File: config.mk
export PLATFORM = sky130hd
export DESIGN_NAME = barg_cordic
export DESIGN_NICKNAME = d
export VERILOG_FILES = /design/src/hw/rtl/barg_pkg.sv /design/src/hw/rtl/barg_cordic.sv
export SDC_FILE = /design/constraint.sdc
export NUM_CORES = 1
export LEC_CHECK = 0
export BUFFER_PORTS_ARGS = -buffer_cell sky130_fd_sc_hd__clkbuf_2
export CORE_MARGIN = 10
export CORE_UTILIZATION = 43
export CTS_BUF_LIST = sky130_fd_sc_hd__clkbuf_16
export CTS_CLUSTER_SIZE = 40
export DETAILED_ROUTE_END_ITERATION = 8
export GPL_ROUTABILITY_DRIVEN = 0
export PLACE_DENSITY = 0.62
export SETUP_SLACK_MARGIN = 0.05
export SYNTH_ARGS = -nofsm -noshare
export SYNTH_HDL_FRONTEND = slang
export SYNTH_SLANG_ARGS = --single-unit
File: constraint.sdc
create_clock -name clock -period 14.1 [get_ports clock]
set_clock_uncertainty 0.1 [all_clocks]
set_input_delay 0.705 -clock clock [delete_from_list [all_inputs] [get_ports clock]]
set_output_delay 0.705 -clock clock [all_outputs]
set_load 0.01 [all_outputs]
File: src/hw/rtl/barg_pkg.sv
// ----------------------------------------------------------------------------
// barg_pkg: shared types and constants of the bank attitude reference generator
// Fixed-point widths, CORDIC constants, payload structs, the sequencer states
// and the micro-op table that drives the shared arithmetic unit.
// ----------------------------------------------------------------------------
package barg_pkg;

   localparam int FRAC_BITS    = 16;
   localparam int CORDIC_STEPS = 16;

   localparam int WORD_W   = 32;
   localparam int ANG_W    = 19;
   localparam int PERIOD_W = 20;
   localparam int INVP_W   = 31;
   localparam int POLE_W   = 18;
   localparam int CSR_IDX_W = 3;

   // Sine and cosine in Q(FRAC_BITS), magnitude just above one.
   localparam int TRIG_W = FRAC_BITS + 2;
   // CORDIC datapath in Q30.
   localparam int Z_W  = 36;
   localparam int XY_W = 33;
   localparam int STEP_CNT_W = $clog2(CORDIC_STEPS);
   localparam int TRIG_SHIFT = 30 - FRAC_BITS;
   // Divider numerator: cosine scaled by one, or one squared.
   localparam int NUM_W = 2 * FRAC_BITS + 2;
   localparam int DEN_W = TRIG_W;

   localparam logic signed [Z_W-1:0]  Q30_PI      = Z_W'(64'sd3373259426);
   localparam logic signed [Z_W-1:0]  Q30_HALF_PI = Z_W'(64'sd1686629713);
   localparam logic signed [Z_W-1:0]  Q30_TWO_PI  = Z_W'(64'sd6746518852);
   localparam logic signed [XY_W-1:0] Q30_GAIN    = XY_W'(64'sd652032874);

   localparam logic signed [WORD_W-1:0] ONE_Q    = WORD_W'(64'sd1 <<< FRAC_BITS);
   localparam logic signed [WORD_W-1:0] WORD_MAX = WORD_W'(64'sd2147483647);
   localparam logic signed [WORD_W-1:0] WORD_MIN = WORD_W'(-64'sd2147483648);

   // Register indexes of the configuration port.
   localparam logic [CSR_IDX_W-1:0] CSR_BANK_GAIN = 3'd0;
   localparam logic [CSR_IDX_W-1:0] CSR_RATE_GAIN = 3'd1;
   localparam logic [CSR_IDX_W-1:0] CSR_PERIOD    = 3'd2;
   localparam logic [CSR_IDX_W-1:0] CSR_INV_PER   = 3'd3;
   localparam logic [CSR_IDX_W-1:0] CSR_ROLL_POLE = 3'd4;

   localparam logic [PERIOD_W-1:0] PERIOD_RESET = PERIOD_W'(1 << FRAC_BITS);
   localparam logic [INVP_W-1:0]   INV_PER_RESET = INVP_W'(1 << FRAC_BITS);

   typedef struct packed {
      logic signed [ANG_W-1:0]  angle_of_attack;
      logic signed [WORD_W-1:0] bank_target;
      logic signed [WORD_W-1:0] bank_rate_target;
      logic signed [WORD_W-1:0] bank_feedforward;
   } req_type;

   typedef struct packed {
      logic signed [WORD_W-1:0] roll_command;
      logic signed [WORD_W-1:0] yaw_command;
      logic signed [WORD_W-1:0] bank_ref_next;
      logic signed [WORD_W-1:0] yaw_rate_ref_next;
      logic signed [WORD_W-1:0] roll_rate_ref_next;
      logic                     fault_flag;
   } rsp_type;

   typedef enum logic [2:0] {
      ST_IDLE, ST_TRIG, ST_DIV_COT, ST_DIV_CSC, ST_CALC, ST_FINISH
   } state_type;

   typedef enum logic [1:0] {OP_MUL, OP_MULH, OP_ADD, OP_SUB} op_type;

   typedef enum logic [4:0] {
      L_C0, L_C1, L_T, L_TI, L_ONE, L_P, L_S, L_C, L_W, L_MT, L_U,
      L_BANK, L_YAW, L_ROLL, L_COT, L_CSC,
      L_KMU, L_KW, L_T1, L_T2, L_DN, L_DL, L_UN, L_UL
   } loc_type;

   typedef struct packed {
      op_type  op;
      loc_type src_a;
      loc_type src_b;
      loc_type dst;
   } uop_type;

   localparam int UOP_COUNT = 32;
   localparam int PC_W = $clog2(UOP_COUNT);

   function automatic logic [Z_W-1:0] atan_q30(input logic [4:0] idx);
      logic [Z_W-1:0] v;
      case (idx)
         5'd0:  v = Z_W'(843314856);
         5'd1:  v = Z_W'(497837829);
         5'd2:  v = Z_W'(263043836);
         5'd3:  v = Z_W'(133525158);
         5'd4:  v = Z_W'(67021686);
         5'd5:  v = Z_W'(33543515);
         5'd6:  v = Z_W'(16775850);
         5'd7:  v = Z_W'(8388437);
         5'd8:  v = Z_W'(4194282);
         5'd9:  v = Z_W'(2097149);
         5'd10: v = Z_W'(1048575);
         5'd11: v = Z_W'(524287);
         5'd12: v = Z_W'(262143);
         5'd13: v = Z_W'(131071);
         5'd14: v = Z_W'(65535);
         5'd15: v = Z_W'(32767);
         5'd16: v = Z_W'(16383);
         5'd17: v = Z_W'(8191);
         5'd18: v = Z_W'(4095);
         5'd19: v = Z_W'(2047);
         5'd20: v = Z_W'(1023);
         5'd21: v = Z_W'(511);
         5'd22: v = Z_W'(255);
         5'd23: v = Z_W'(127);
         default: v = '0;
      endcase
      return v;
   endfunction

   // One step of the update: closed-loop commands, then the new references.
   function automatic uop_type uop_at(input logic [PC_W-1:0] pc);
      uop_type u;
      case (pc)
         5'd0:  u = '{OP_MUL,  L_C0,   L_S,   L_KMU};
         5'd1:  u = '{OP_MUL,  L_KMU,  L_TI,  L_KMU};
         5'd2:  u = '{OP_MUL,  L_KMU,  L_TI,  L_KMU};
         5'd3:  u = '{OP_MUL,  L_C1,   L_TI,  L_KW};
         5'd4:  u = '{OP_MUL,  L_S,    L_W,   L_T1};
         5'd5:  u = '{OP_MUL,  L_T1,   L_TI,  L_T1};
         5'd6:  u = '{OP_SUB,  L_T1,   L_YAW, L_T1};
         5'd7:  u = '{OP_MUL,  L_KW,   L_T1,  L_T1};
         5'd8:  u = '{OP_SUB,  L_MT,   L_BANK, L_T2};
         5'd9:  u = '{OP_MUL,  L_KMU,  L_T2,  L_T2};
         5'd10: u = '{OP_ADD,  L_T1,   L_T2,  L_DN};
         5'd11: u = '{OP_SUB,  L_ONE,  L_P,   L_T1};
         5'd12: u = '{OP_MUL,  L_T1,   L_TI,  L_T1};
         5'd13: u = '{OP_MUL,  L_C,    L_W,   L_T2};
         5'd14: u = '{OP_MUL,  L_T2,   L_TI,  L_T2};
         5'd15: u = '{OP_SUB,  L_T2,   L_ROLL, L_T2};
         5'd16: u = '{OP_MUL,  L_T1,   L_T2,  L_DL};
         5'd17: u = '{OP_MUL,  L_U,    L_TI,  L_T1};
         5'd18: u = '{OP_MUL,  L_T1,   L_TI,  L_T1};
         5'd19: u = '{OP_MUL,  L_S,    L_T1,  L_T1};
         5'd20: u = '{OP_ADD,  L_T1,   L_DN,  L_UN};
         5'd21: u = '{OP_MUL,  L_COT,  L_UN,  L_T1};
         5'd22: u = '{OP_ADD,  L_T1,   L_DL,  L_UL};
         5'd23: u = '{OP_MUL,  L_T,    L_CSC, L_T1};
         5'd24: u = '{OP_MUL,  L_T1,   L_YAW, L_T1};
         5'd25: u = '{OP_ADD,  L_BANK, L_T1,  L_T1};
         5'd26: u = '{OP_MULH, L_T,    L_UN,  L_T2};
         5'd27: u = '{OP_ADD,  L_T1,   L_T2,  L_BANK};
         5'd28: u = '{OP_MUL,  L_T,    L_UN,  L_T1};
         5'd29: u = '{OP_ADD,  L_YAW,  L_T1,  L_YAW};
         5'd30: u = '{OP_MUL,  L_T,    L_UL,  L_T1};
         5'd31: u = '{OP_ADD,  L_ROLL, L_T1,  L_ROLL};
         default: u = '{OP_ADD, L_T1, L_T2, L_T1};
      endcase
      return u;
   endfunction

endpackage

File: src/hw/rtl/barg_cordic.sv
// ----------------------------------------------------------------------------
// barg_cordic: iterative sine and cosine
// Reduces the angle into [-pi, pi], folds it into [-pi/2, pi/2], then runs one
// rotation-mode CORDIC iteration per cycle through a single shift-add stage.
// ----------------------------------------------------------------------------
module barg_cordic (
   input  logic                                 clock,
   input  logic                                 reset,
   input  logic                                 start,
   input  logic signed [barg_pkg::ANG_W-1:0]    angle,
   output logic                                 done,
   output logic signed [barg_pkg::TRIG_W-1:0]   sin_val,
   output logic signed [barg_pkg::TRIG_W-1:0]   cos_val
);

   logic signed [barg_pkg::Z_W-1:0]  z_ff, z_in, z_load;
   logic signed [barg_pkg::XY_W-1:0] x_ff, x_in, y_ff, y_in, x_sh, y_sh, x_rnd, y_rnd;
   logic [barg_pkg::STEP_CNT_W-1:0]  step_ff, step_in;
   logic busy_ff, busy_in, fold_ff, fold_in, neg_ff, neg_in, done_ff, done_in;

   // The input range keeps the scaled angle within one turn of zero.
   always_comb begin
      z_load = barg_pkg::Z_W'(angle) <<< barg_pkg::TRIG_SHIFT;
      if (z_load > barg_pkg::Q30_PI) begin
         z_load = z_load - barg_pkg::Q30_TWO_PI;
      end else if (z_load < -barg_pkg::Q30_PI) begin
         z_load = z_load + barg_pkg::Q30_TWO_PI;
      end
   end

   assign x_sh = x_ff >>> step_ff;
   assign y_sh = y_ff >>> step_ff;

   always_comb begin
      z_in = z_ff;
      x_in = x_ff;
      y_in = y_ff;
      step_in = step_ff;
      busy_in = busy_ff;
      fold_in = fold_ff;
      neg_in = neg_ff;
      done_in = 1'b0;
      if (start) begin
         z_in = z_load;
         x_in = barg_pkg::Q30_GAIN;
         y_in = '0;
         step_in = '0;
         busy_in = 1'b1;
         fold_in = 1'b1;
         neg_in = 1'b0;
      end else if (busy_ff && fold_ff) begin
         fold_in = 1'b0;
         if (z_ff > barg_pkg::Q30_HALF_PI) begin
            z_in = z_ff - barg_pkg::Q30_PI;
            neg_in = 1'b1;
         end else if (z_ff < -barg_pkg::Q30_HALF_PI) begin
            z_in = z_ff + barg_pkg::Q30_PI;
            neg_in = 1'b1;
         end
      end else if (busy_ff) begin
         if (!z_ff[barg_pkg::Z_W-1]) begin
            x_in = x_ff - y_sh;
            y_in = y_ff + x_sh;
            z_in = z_ff - barg_pkg::atan_q30(5'(step_ff));
         end else begin
            x_in = x_ff + y_sh;
            y_in = y_ff - x_sh;
            z_in = z_ff + barg_pkg::atan_q30(5'(step_ff));
         end
         step_in = step_ff + 1'b1;
         if (step_ff == barg_pkg::STEP_CNT_W'(barg_pkg::CORDIC_STEPS - 1)) begin
            busy_in = 1'b0;
            done_in = 1'b1;
         end
      end
   end

   always_ff @(posedge clock) begin
      if (reset) begin
         busy_ff <= 1'b0;
         fold_ff <= 1'b0;
         done_ff <= 1'b0;
      end else begin
         busy_ff <= busy_in;
         fold_ff <= fold_in;
         done_ff <= done_in;
      end
      z_ff <= z_in;
      x_ff <= x_in;
      y_ff <= y_in;
      step_ff <= step_in;
      neg_ff <= neg_in;
   end

   // Round half up from Q30 down to the output fraction.
   assign x_rnd = (x_ff + (barg_pkg::XY_W'(1) <<< (barg_pkg::TRIG_SHIFT - 1)))
                  >>> barg_pkg::TRIG_SHIFT;
   assign y_rnd = (y_ff + (barg_pkg::XY_W'(1) <<< (barg_pkg::TRIG_SHIFT - 1)))
                  >>> barg_pkg::TRIG_SHIFT;

   assign done = done_ff;
   assign sin_val = neg_ff ? -y_rnd[barg_pkg::TRIG_W-1:0] : y_rnd[barg_pkg::TRIG_W-1:0];
   assign cos_val = neg_ff ? -x_rnd[barg_pkg::TRIG_W-1:0] : x_rnd[barg_pkg::TRIG_W-1:0];

endmodule

[Yosys cells after proc, flatten, opt, wreduce, memory -nomap -nowiden]
Memories as Yosys holds them, arrays and structs flattened. A register that Yosys moved wholly into a read port is not among the register bits.
Index checks and enable logic that the tools add are counted.
Storage, ports and cells
  bits in read-only memories: 960
  logic and storage cells: 77
  register bits: 110
  memories: 2
  output and inout port bits: 37
Operators by class
  shift operators: 2
  muxes and demuxes: 33
  equal/unequal tests: 3
  $lt $le $gt $ge: 4
  reductions and logical operators: 8
  add/subtract/negate cells: 15
  bitwise gates (word level): 2
Memory list
  (name not given): depth 16, bits a word 30, rd ports 1, clocked after memory_dff 1, write ports 0, line barg_pkg.sv:88  | case (idx)
  (name not given): depth 16, bits a word 30, rd ports 1, clocked after memory_dff 1, write ports 0, line barg_pkg.sv:88
Operators by type and width (count)
  36-bit 2-to-1 mux: 16
  33-bit adder: 2
  33-bit 2-to-1 mux: 2
  33-bit by 4-bit >>> shifter with 33-bit output: 2
  33-bit subtractor: 2
  32-bit by 15-bit adder with 32-bit output, second input constant: 2
  36-bit by 33-bit adder with 36-bit output, second input constant: 1
  36-bit adder: 1
  36-bit by 32-bit > comparator with 1-bit output, second input constant: 1
  36-bit by 32-bit < comparator with 1-bit output, second input constant: 1
  18-bit 2-to-1 mux: 2
  18-bit negator: 2
  36-bit by 33-bit subtractor with 36-bit output, second input constant: 1
  36-bit subtractor: 1
  33-bit by 34-bit adder with 35-bit output, second input constant: 1
  33-bit by 34-bit subtractor with 35-bit output, second input constant: 1
  33-bit > comparator, second input constant: 1
  33-bit < comparator, second input constant: 1
  4-bit 2-to-1 mux: 4
  1-bit 2-to-1 mux: 9
  2-bit AND reduction: 3
  4-bit by 1-bit adder with 4-bit output, second input constant: 1
  4-bit equality test, second input constant: 1
  4-bit by 2-bit != test with 1-bit output, second input constant: 1
  other kinds (6): 8

[Depth between registers and ports, before layout]
Gate-level depths: netlist of run 1.
  word-level depth: 9
  gate-level depth with buffers: 29
  gate-level depth less buffers: 24

[Least setup slack after synthesis of run 1]
No wires, ideal clock.
  path kind: reg2reg
  from: register step_ff[3] (netlist name)
  to: register y_ff[32] (netlist name)
  stages on the path, launching flop included: 27
  arrival time: 6.253 ns
  path slack: 7.623 ns
  clock period less this slack: 6.477 ns
  cells stage by stage: dfxtp_1 clkbuf_1 clkbuf_1 buf_1 clkbuf_1 clkbuf_1 buf_1 clkbuf_1 o21a_1 ha_1 nand2_1 o32ai_1 nand2_1 nor2_1 a21oi_1 xor2_1 ha_1 a21oi_1 o31ai_1 nor3_1 a21boi_0 a221oi_1 o21ai_0 or4b_2 and3_1 mux2i_1 mux2_1
Between the ends
  longest elaborated chain between the ends: 3
  elaborated cells between the ends (all ways): 4
  those cells by class: add/sub: 2; shift: 1; mux: 1
RTL lines
  from (decl): line barg_cordic.sv:18  | logic [barg_pkg::STEP_CNT_W-1:0] step_ff, step_in;
  from (signal assigned): line barg_cordic.sv:91  | step_ff <= step_in;
  33-bit by 4-bit >>> shifter with 33-bit output (*): line barg_cordic.sv:31  | assign x_sh = x_ff >>> step_ff;
  33-bit adder or 33-bit subtractor (tied branches): line barg_cordic.sv:63, barg_cordic.sv:67
  33-bit 2-to-1 mux (*): line barg_cordic.sv:61  | if (!z_ff[barg_pkg::Z_W-1]) begin
  to (signal assigned): line barg_cordic.sv:90  | y_ff <= y_in;
  to (decl): line barg_cordic.sv:17  | logic signed [barg_pkg::XY_W-1:0] x_ff, x_in, y_ff, y_in, x_sh, y_sh, x_rnd, y_rnd;
Every way passes the cells marked *; elsewhere a longest branch is shown, timed or not.
A chain may end at the register's enable or synchronous reset.

[Worst setup path in the final report of run 1]
  from: register step_ff[1] (netlist name)
  to: register y_ff[32] (netlist name)
The elaborated chain is that of the path after synthesis.

==> results of run 1 <==
## worst register-to-register path: cells and delay by family (launching register included)
family / cells / cell delay (ns)
adders and majority gates: 2 / 0.57
muxes: 3 / 1.12
xor gates and xnor gates: 1 / 0.19
and+or+nand+nor: 11 / 2.13
buffers and inverters: 1 / 0.62
AOI/OAI and AO/OA: 7 / 1.85
DFF: 1 / 0.78
## per-layer routing
layer | vias up | global-route usage (%) | wire length (µm)
met2 | 648 | 37.1 | 29700
met1 | 9419 | 25.3 | 25800
met3 | 183 | 3.32 | 3330
met4 | 0 | 13.2 | 3710
li1 | 9718 | - | -
met5 | - | 0 | 0
## final timing paths
check / startpoint / to / slack [ns] / cells past startpoint
worst min register to register: neg_ff / neg_ff / 0.38 / 1
worst max-delay path: step_ff[1] / y_ff[32] / 6.65 / 25
worst max register to register: step_ff[1] / y_ff[32] / 6.65 / 25
worst min-delay path: neg_ff / neg_ff / 0.38 / 1
## through the flow
step                setup slack (ns)  util, %  cell area, µm²  power, W
finish                          6.65     46.0           21400   0.00631
CTS                             6.76     46.0           21400   0.00625
floorplan                       7.62        -           20200   0.00468
detailed placement              6.77     44.8           20800   0.00574
global route                    5.97     46.0           21400   0.00691
global placement                7.02     44.8           20800   0.00567
## layout make-up
type / count / area [µm²] / share of cell area, %
multi-input combinational: 2301 / 16100 / 75.5
sequential: 139 / 3150 / 14.8
timing repair buffer: 82 / 473 / 2.21
inverter: 74 / 278 / 1.30
clock inverter: 14 / 121 / 0.568
tap: 607 / 759 / 3.55
clock buffer: 18 / 450 / 2.11
## power by group through the flow
stage | clock, W | combinational, W | sequential [W]
floorplan | 0 | 0.00400 | 0.000687
global placement | 0 | 0.00479 | 0.000881
detailed placement | 0 | 0.00485 | 0.000884
CTS | 0.000471 | 0.00490 | 0.000878
global route | 0.000485 | 0.00552 | 0.000907
finish | 0.000459 | 0.00496 | 0.000891
## cell usage in the layout (no fill, tap or decap), types with 21 or more instances in the layout
master and instances:
sky130_fd_sc_hd__xnor2_1 164, sky130_fd_sc_hd__nand4_1 21, sky130_fd_sc_hd__a21o_1 74, sky130_fd_sc_hd__xor2_1 125, sky130_fd_sc_hd__mux4_2 51, sky130_fd_sc_hd__mux2i_1 64
sky130_fd_sc_hd__nand2_1 302, sky130_fd_sc_hd__ha_1 153, sky130_fd_sc_hd__buf_4 25, sky130_fd_sc_hd__and3_1 35, sky130_fd_sc_hd__a21oi_1 249, sky130_fd_sc_hd__inv_1 71
sky130_fd_sc_hd__a211oi_1 39, sky130_fd_sc_hd__nor2_1 210, sky130_fd_sc_hd__mux2_2 35, sky130_fd_sc_hd__nand2b_1 29, sky130_fd_sc_hd__o21a_1 31, sky130_fd_sc_hd__o211ai_1 30
sky130_fd_sc_hd__a31oi_1 53, sky130_fd_sc_hd__clkbuf_2 57, sky130_fd_sc_hd__nor2b_1 29, sky130_fd_sc_hd__nor3_1 67, sky130_fd_sc_hd__dfxtp_1 99, sky130_fd_sc_hd__o21ai_0 157
sky130_fd_sc_hd__nand3_1 84, sky130_fd_sc_hd__edfxtp_1 36
## cells by family (layout without fill, tap and decap cells)
kind of cell             Yosys count  after routing  share of synthesized area, %
buffers and inverters            226            188                          4.63
AND/OR/NAND/NOR                  886            886                          20.6
multiplexers                     159            159                          11.3
adder cells (fa/ha/maj)          157            157                          9.88
XOR/XNOR                         289            289                          12.5
AO/OA/AOI/OAI                    810            810                          25.4
flip-flops                       139            139                          15.6
==> summary.md, run 1 <==
The worst hold slack after final layout was 0.376 ns; the portion of total power attributed to sequential cells was 14.1%. The die is 237 µm tall. Clock-pin slew was measured on the worst setup and hold paths at 0.07 ns. The share of synthesized area in the top cell type comes to 10.2%.

The leakage power summed over all cells is 8.56 nW. The initial antenna violation count was 0; the average vias per placed instance was 6.17. The tools report the post-layout net count as 2794. The tools report the category of the worst setup path capture point as a flop. Most area-hungry cell type in the Yosys netlist: sky130_fd_sc_hd__dfxtp_1.

Summed over all nets, the half-perimeter wirelength after detailed placement is 47.6 mm. Routed length per instance: 19.3 µm. In this run the clock root is driven by a sky130_fd_sc_hd__clkbuf_16. For this run the aggregate overflow at the end of global routing stands at 0.

The run gives 7.3% as the clock power share. The slowest stage of the critical path belongs to the cell sky130_fd_sc_hd__dfxtp_4. The post-detailed-route count of antenna-violating nets came out at 0.

In this run, synthesis inferred 36 flip-flops with an integrated enable. The power dissipated by switching net loads was 0.00336 W. Clock tree synthesis inserted a total of 17 buffers. Yosys attributes the largest share of cell area to sky130_fd_sc_hd__dfxtp_1 10%, sky130_fd_sc_hd__ha_1 9.5%, sky130_fd_sc_hd__xnor2_1 7.1%.

In this run, post-CTS hold repair placed 0 buffers. Cells with a size suffix above 1 make up 9.25% of the layout. The flip-flop cell with the highest count after synthesis is sky130_fd_sc_hd__dfxtp_1.

The max-slew violation count is 0. The minimum period implied by the final worst setup slack is 7.45 ns, and the number of endpoints failing setup at the final stage is 0. The first global-routing pass estimated 101 mm of wire. The floorplan step set the die width to 237 µm.

In this run the count of I/O pins placed on the die edge is 59. The post-synthesis cell type count is 89. The number of port buffers works out to 58. Per report_power, the combinational group accounts for 78.6% of the total. Measured against its own limit, the worst slew margin works out to 18.2%.

The slew of the pin with the lowest slew margin is 1.23 ns, and the number of warnings issued by yosys is 0. The tools report the number of hold-slack violations in the final timing report as 0. For this run, the slowest stage of the critical path takes 0.78 ns.

For the data arrival time at the worst-slack endpoint, the log shows 7.73 ns. For this configuration, the core starts out at a cell density of 43.5%. For this run, the top clock speed supported by timing is 134 MHz.

The sum of buffers and inverters on the critical path works out to 1. The mapped netlist covers 20200 µm². The logs give 0 for the max-capacitance violation count and 4 for the depth of the CTS H-tree. Sequential elements use 15.6% of the synthesized area. Of all nets on the critical path, the largest fanout is 46. The run gives 5 as the number of detailed-routing iterations run before antenna repair. The logs give 14.38 ns for the required time of the critical path and 19100 for the via count of the first global-routing pass. The worst setup path is launched from a flop. The library cell with the highest instance count after synthesis is sky130_fd_sc_hd__nand2_1. For this block, the via count after detailed routing is 20000.

The wire length after detailed routing was 62.6 mm; the setup TNS was 0 ns. Iteration-0 DRC count of the detailed router: 1593. Power density of the placed cells: 295 nW/µm². Cell internal power was estimated by the tool at 0.00294 W. The finished layout holds 3235 standard cells, fillers aside. Most prevalent standard cell on the critical path: sky130_fd_sc_hd__nand2_1. The logs give 3203 for the cell total after placement and 139 for the number of clock sinks seen by CTS. The die covers 56000 µm².

The number of nets in the synthesized netlist is 2845. Entering global routing, the biggest net connects 97 pins. The worst path uses 52.8% of the clock period.

In this run the mean area of a mapped cell was 7.57 µm². The synthesis-stage register bit count was 139; the number of setup buffers added after CTS was 0. The run gives 79 as the placement row count. In this design, the largest share of critical-path delay is due to simple AND/OR/NAND/NOR gates. Net switching is 53.3% of the power. The post-cts resize count is 0. The combined global-route utilization of all metal layers is 21.8%. The tightest min-delay check is of the reg -> reg type.

The number of diodes added for antenna fixing was 0. The start-to-end type of the worst setup path is reg -> reg. TritonCTS built the clock tree. In this run the standard cell core region covers 46500 µm². The residual DRC count came out at 0. The flow ran to the end, and the final reports show no timing, DRC or antenna violations. The logs give 2 for the largest buffer count on any clock path and 4616 for the fill cell instance count of the final layout. The share of synthesized flip-flops with an asynchronous set or reset is 0%. The layout overhead on the synthesized area came out at 5.86%.

The instance count of the mapped netlist was 2666. The commonest cells after synthesis are 302 x sky130_fd_sc_hd__nand2_1, 249 x sky130_fd_sc_hd__a21oi_1, 211 x sky130_fd_sc_hd__nor2_1. Setup repair after global routing left no endpoint under its margin. The worst-case vdd ir drop was 0.118 mV; the insertion delay to the later sink of the worst-skew pair was 0.49 ns.
Power figures use the tool's default switching activity.
==> run 2, diff against run 1 <==
Settings changed: ABC_AREA from default to 1, PLACE_DENSITY 0.62 to 0.64.
Clock period 14.1 ns to 6 ns, I/O delays scaled along.
==> run 2 against run 1 <==
  * Clock-buffer cell count shrank 1
  * Final area grew 3.4%
  * Final cell count grew 29%
  * Core utilization grew 0.19 points
  * Sequential power grew 96%
  * Fmax grew 50%
  * Clock power grew 130%
  * Power grew 110%
  * Sequential share of layout area shrank 0.51 points
  * Wire length grew 15%
  * Hold slack lost 0.18 ns
  * Via count grew 19%
  * Largest cell class unchanged
  * Highest routed layer unchanged
==> summary.md, run 2 <==
The run finished with clean final reports. Counting every instance in the synthesized netlist gives 3543. Minimum period implied by the final worst setup slack: 4.96 ns.

The layout overhead on the synthesized area was 5.85%. In the routed design, unresolved DRC markers number 0. Gates resized during post-CTS repair numbered 0.

The initial antenna violation count was 0. Root cell of the clock tree: sky130_fd_sc_hd__clkbuf_16. The final worst slack was 1.04 ns.

The placeable core region came out at 47800 µm². The logs give 24.4% for the combined global-route utilization of all metal layers and 80 for the placement row count. After Yosys synthesis, full adders, half adders and majority gates account for 9.55% of the synthesized area. After synthesis, the cell types taking the most area are sky130_fd_sc_hd__nand2_1 16%, sky130_fd_sc_hd__dfxtp_1 9.9%, sky130_fd_sc_hd__nand3_1 9.3%. Flip-flop cell with the highest count after synthesis: sky130_fd_sc_hd__dfxtp_1.

The max-slew violation count is 0, and the number of vias in the routed layout is 23700. The routed length per instance came out at 17.3 µm. The run gives 66 as the maximum number of pins on one net before global-route repair. The class of the worst hold path was in -> reg. In this run the deepest clock path goes through 2 buffers. Summing the sequential cell areas from Yosys gives 15.1% of the chip area. The library cell used most frequently in the layout, excluding fill and tap cells, is sky130_fd_sc_hd__nand2_1. On the critical path, the stage with the largest delay is an instance of sky130_fd_sc_hd__inv_2. The number of endpoints failing setup at the final stage was 0. The logs give 20900 µm² for the combined area of all synthesized cells and 20600 for the via count of the first global-routing pass. sky130_fd_sc_hd__nand2_1 is the most common cell in the netlist. The start-to-end type of the worst setup path is reg -> reg. The worst-case vdd ir drop came out at 0.208 mV. Summed over all failing endpoints, the final setup total negative slack is 0 ns. The synthesized-area fraction occupied by and/or/nand/nor cells was 37.2%. The synthesized netlist devotes 8.35% of its cell area to XOR and XNOR gates. The number of port buffers was 58. Before CTS, the worst setup slack after placement is 1.15 ns. The floorplan step set the die height to 240 µm.

The H-tree generated during clock tree synthesis spans 4 levels. The number of diodes added for antenna fixing was 0. The top cell types in the final layout, fill and taps aside, are 865 x sky130_fd_sc_hd__nand2_1, 405 x sky130_fd_sc_hd__inv_1, 388 x sky130_fd_sc_hd__nand3_1. The post-detailed-route count of antenna-violating nets is 0.

Before antenna repair, the detailed router went through 6 iterations. The fraction of the mapped netlist area in compound gates came out at 19.4%. The startpoint class of the critical path was a flop. The kind of cell with the highest combined delay along the critical path is compound AO/OA/AOI/OAI gates. The tools report the maximum frequency from static timing analysis as 202 MHz. The first routing iteration left 2754 violations. Yosys printed 0 warnings. Each instance of the synthesized netlist takes up on average 5.89 µm².

Setup repair after global routing left no endpoint under its margin. At the pin with the least slew margin, the transition time is 1.16 ns. The HPWL after detailed placement is 56.9 mm.

Using the TritonRoute via totals, the vias-per-cell ratio works out to 5.70. Across the run, the number of max-cap violations was 0. The number of nets in the synthesized netlist was 3722; the post-layout net count was 3708. TritonCTS built the clock tree. Among the stages of the critical path, the cell type that occurs most often is sky130_fd_sc_hd__nand2_1.

The synthesis-stage register bit count came out at 139. Of the available clock period, the critical path in the final layout requires 82.6%. For this design the top-level I/O count stands at 59. For this design the static power due to leakage is 10.7 nW. At the worst endpoint, the required time is 6.27 ns. The worst setup path is captured at a flop.

The area enclosed by the die boundary came out at 57800 µm². The fraction of final layout cells with drive strength greater than 1 works out to 5.65%. The power density of the placed cells was 594 nW/µm².

The first global-routing pass estimated 113 mm of wire. Across all hold checks on the routed design, the worst slack comes to 0.196 ns. Largest family of logic cells by synthesized area: simple AND/OR/NAND/NOR gates. The number of hold-slack violations in the final timing report is 0, and the fill cell instance count of the final layout is 5171. At the worst endpoint, the arrival time is 5.23 ns.

The share of synthesized flip-flops with an asynchronous set or reset was 0%. Summed over all instances, the cell type with the most area after synthesis is sky130_fd_sc_hd__nand2_1. After clock tree synthesis, the clock-pin slew on the worst setup and hold paths is 0.06 ns. The width of the die was 240 µm. Counting every sink on the clock net gives 139.

Measured against the total synthesized area, the mux share comes to 0.0479%. Once the clock tree was built, the setup fixing pass inserted 0 buffers. In this run, synthesis inferred 36 flip-flops with an integrated enable. The run gives 17 as the clock buffer count from CTS. Headroom to the max-slew limit came out at 22.7%. Counting both buffers and inverters, the worst setup path holds a total of 4. The tools report the initial standard-cell utilization of the core as 43.6%. Post-synthesis cell type count: 65. The run gives 71.9 mm as the wire length after detailed routing. By count the netlist is led by 865 x sky130_fd_sc_hd__nand2_1, 406 x sky130_fd_sc_hd__inv_1, 388 x sky130_fd_sc_hd__nand3_1.

The clock reaches the later pin of the worst-skew pair after 0.49 ns. Of all nets on the critical path, the largest fanout is 65. Global routing finished with a remaining overflow of 0.

The peak per-stage delay on the critical path was 0.82 ns; the area share of the leading cell type in the synthesized netlist was 15.6%.
-- run 2: cell types whose count changed in the layout (fill, tap and decap cells not counted), sizes merged, moves of 34 or more --
cell / before / now
a211oi: 40 / 5
nand3: 84 / 400
mux2: 42 / 0
nand2: 302 / 878
a21o: 74 / 17
mux2i: 66 / 1
xnor2: 164 / 70
inv: 83 / 418
o21ai: 162 / 272
mux4: 51 / 0
and3: 35 / 1
nor2: 211 / 368
-- run 2: final timing paths --
check / startpoint / end / slack (ns) / cells after the start
setup / recovery: step_ff[2] / x_ff[27] / 1.04 / 25
hold / removal: angle[8] / z_ff[22] / 0.20 / 3
setup reg to reg: step_ff[2] / x_ff[27] / 1.04 / 25
hold reg to reg: fold_ff / fold_ff / 0.41 / 2
-- run 2: area by class of cell --
class / instances / area (µm²) / area share [%]
flip-flops and latches: 139 / 3150 / 14.2
well taps: 615 / 769 / 3.48
clock buffers: 17 / 425 / 1.92
clock inverters: 15 / 135 / 0.611
repair buffers: 83 / 480 / 2.17
multi-input cells: 2871 / 15600 / 70.5
inverters: 417 / 1570 / 7.10
-- run 2: per-stage QoR --
step                total power (W)  area (µm²)  utilization [%]  cells
finish                       0.0131       22100             46.2   4157
global placement             0.0118       21500             45.0   4124
CTS                          0.0129       22100             46.2   4157
floorplan                   0.00922       20900                -   3543
detailed placement           0.0118       21500             45.0   4124
global route                 0.0144       22100             46.2   4157
-- run 2: per-layer routing --
layer | wire, µm | vias to the layer above | global-route usage, %
met5 | 0 | - | 0
met4 | 1590 | 0 | 6.52
met3 | 6550 | 96 | 4.37
met2 | 28600 | 1021 | 33.8
met1 | 35200 | 10700 | 37.0
li1 | - | 11900 | -
-- run 2: timing repair --
action,in CTS,in global routing
hold buffers,1,0
endpoints found under the setup margin,0,0
hold endpoints to repair,2,0
-- run 2: cells by family after synthesis --
| kind of cell | count (synthesis) |
|---|---|
| AOI/OAI and AO/OA | 710 |
| and+or+nand+nor | 1804 |
| muxes | 1 |
| DFF | 139 |
| adders and majority gates | 157 |
| xor gates and xnor gates | 199 |
| buffers and inverters | 533 |
-- run 2: worst reg2reg max path: cells and delay by family, from the launching register on --
family          cells  cell delay [ns]
simple gates       10             1.02
fa+ha+maj           2             0.55
buf+inv             4             1.02
flops               1             0.32
compound gates      8             1.63
xor+xnor            1             0.20
-- run 2: where the power goes --
part | total, W | internal [W] | switching [W]
logic | 0.0103 | 0.00356 | 0.00676
clock network | 0.00106 | 0.000601 | 0.000461
registers | 0.00175 | 0.00127 | 0.000483
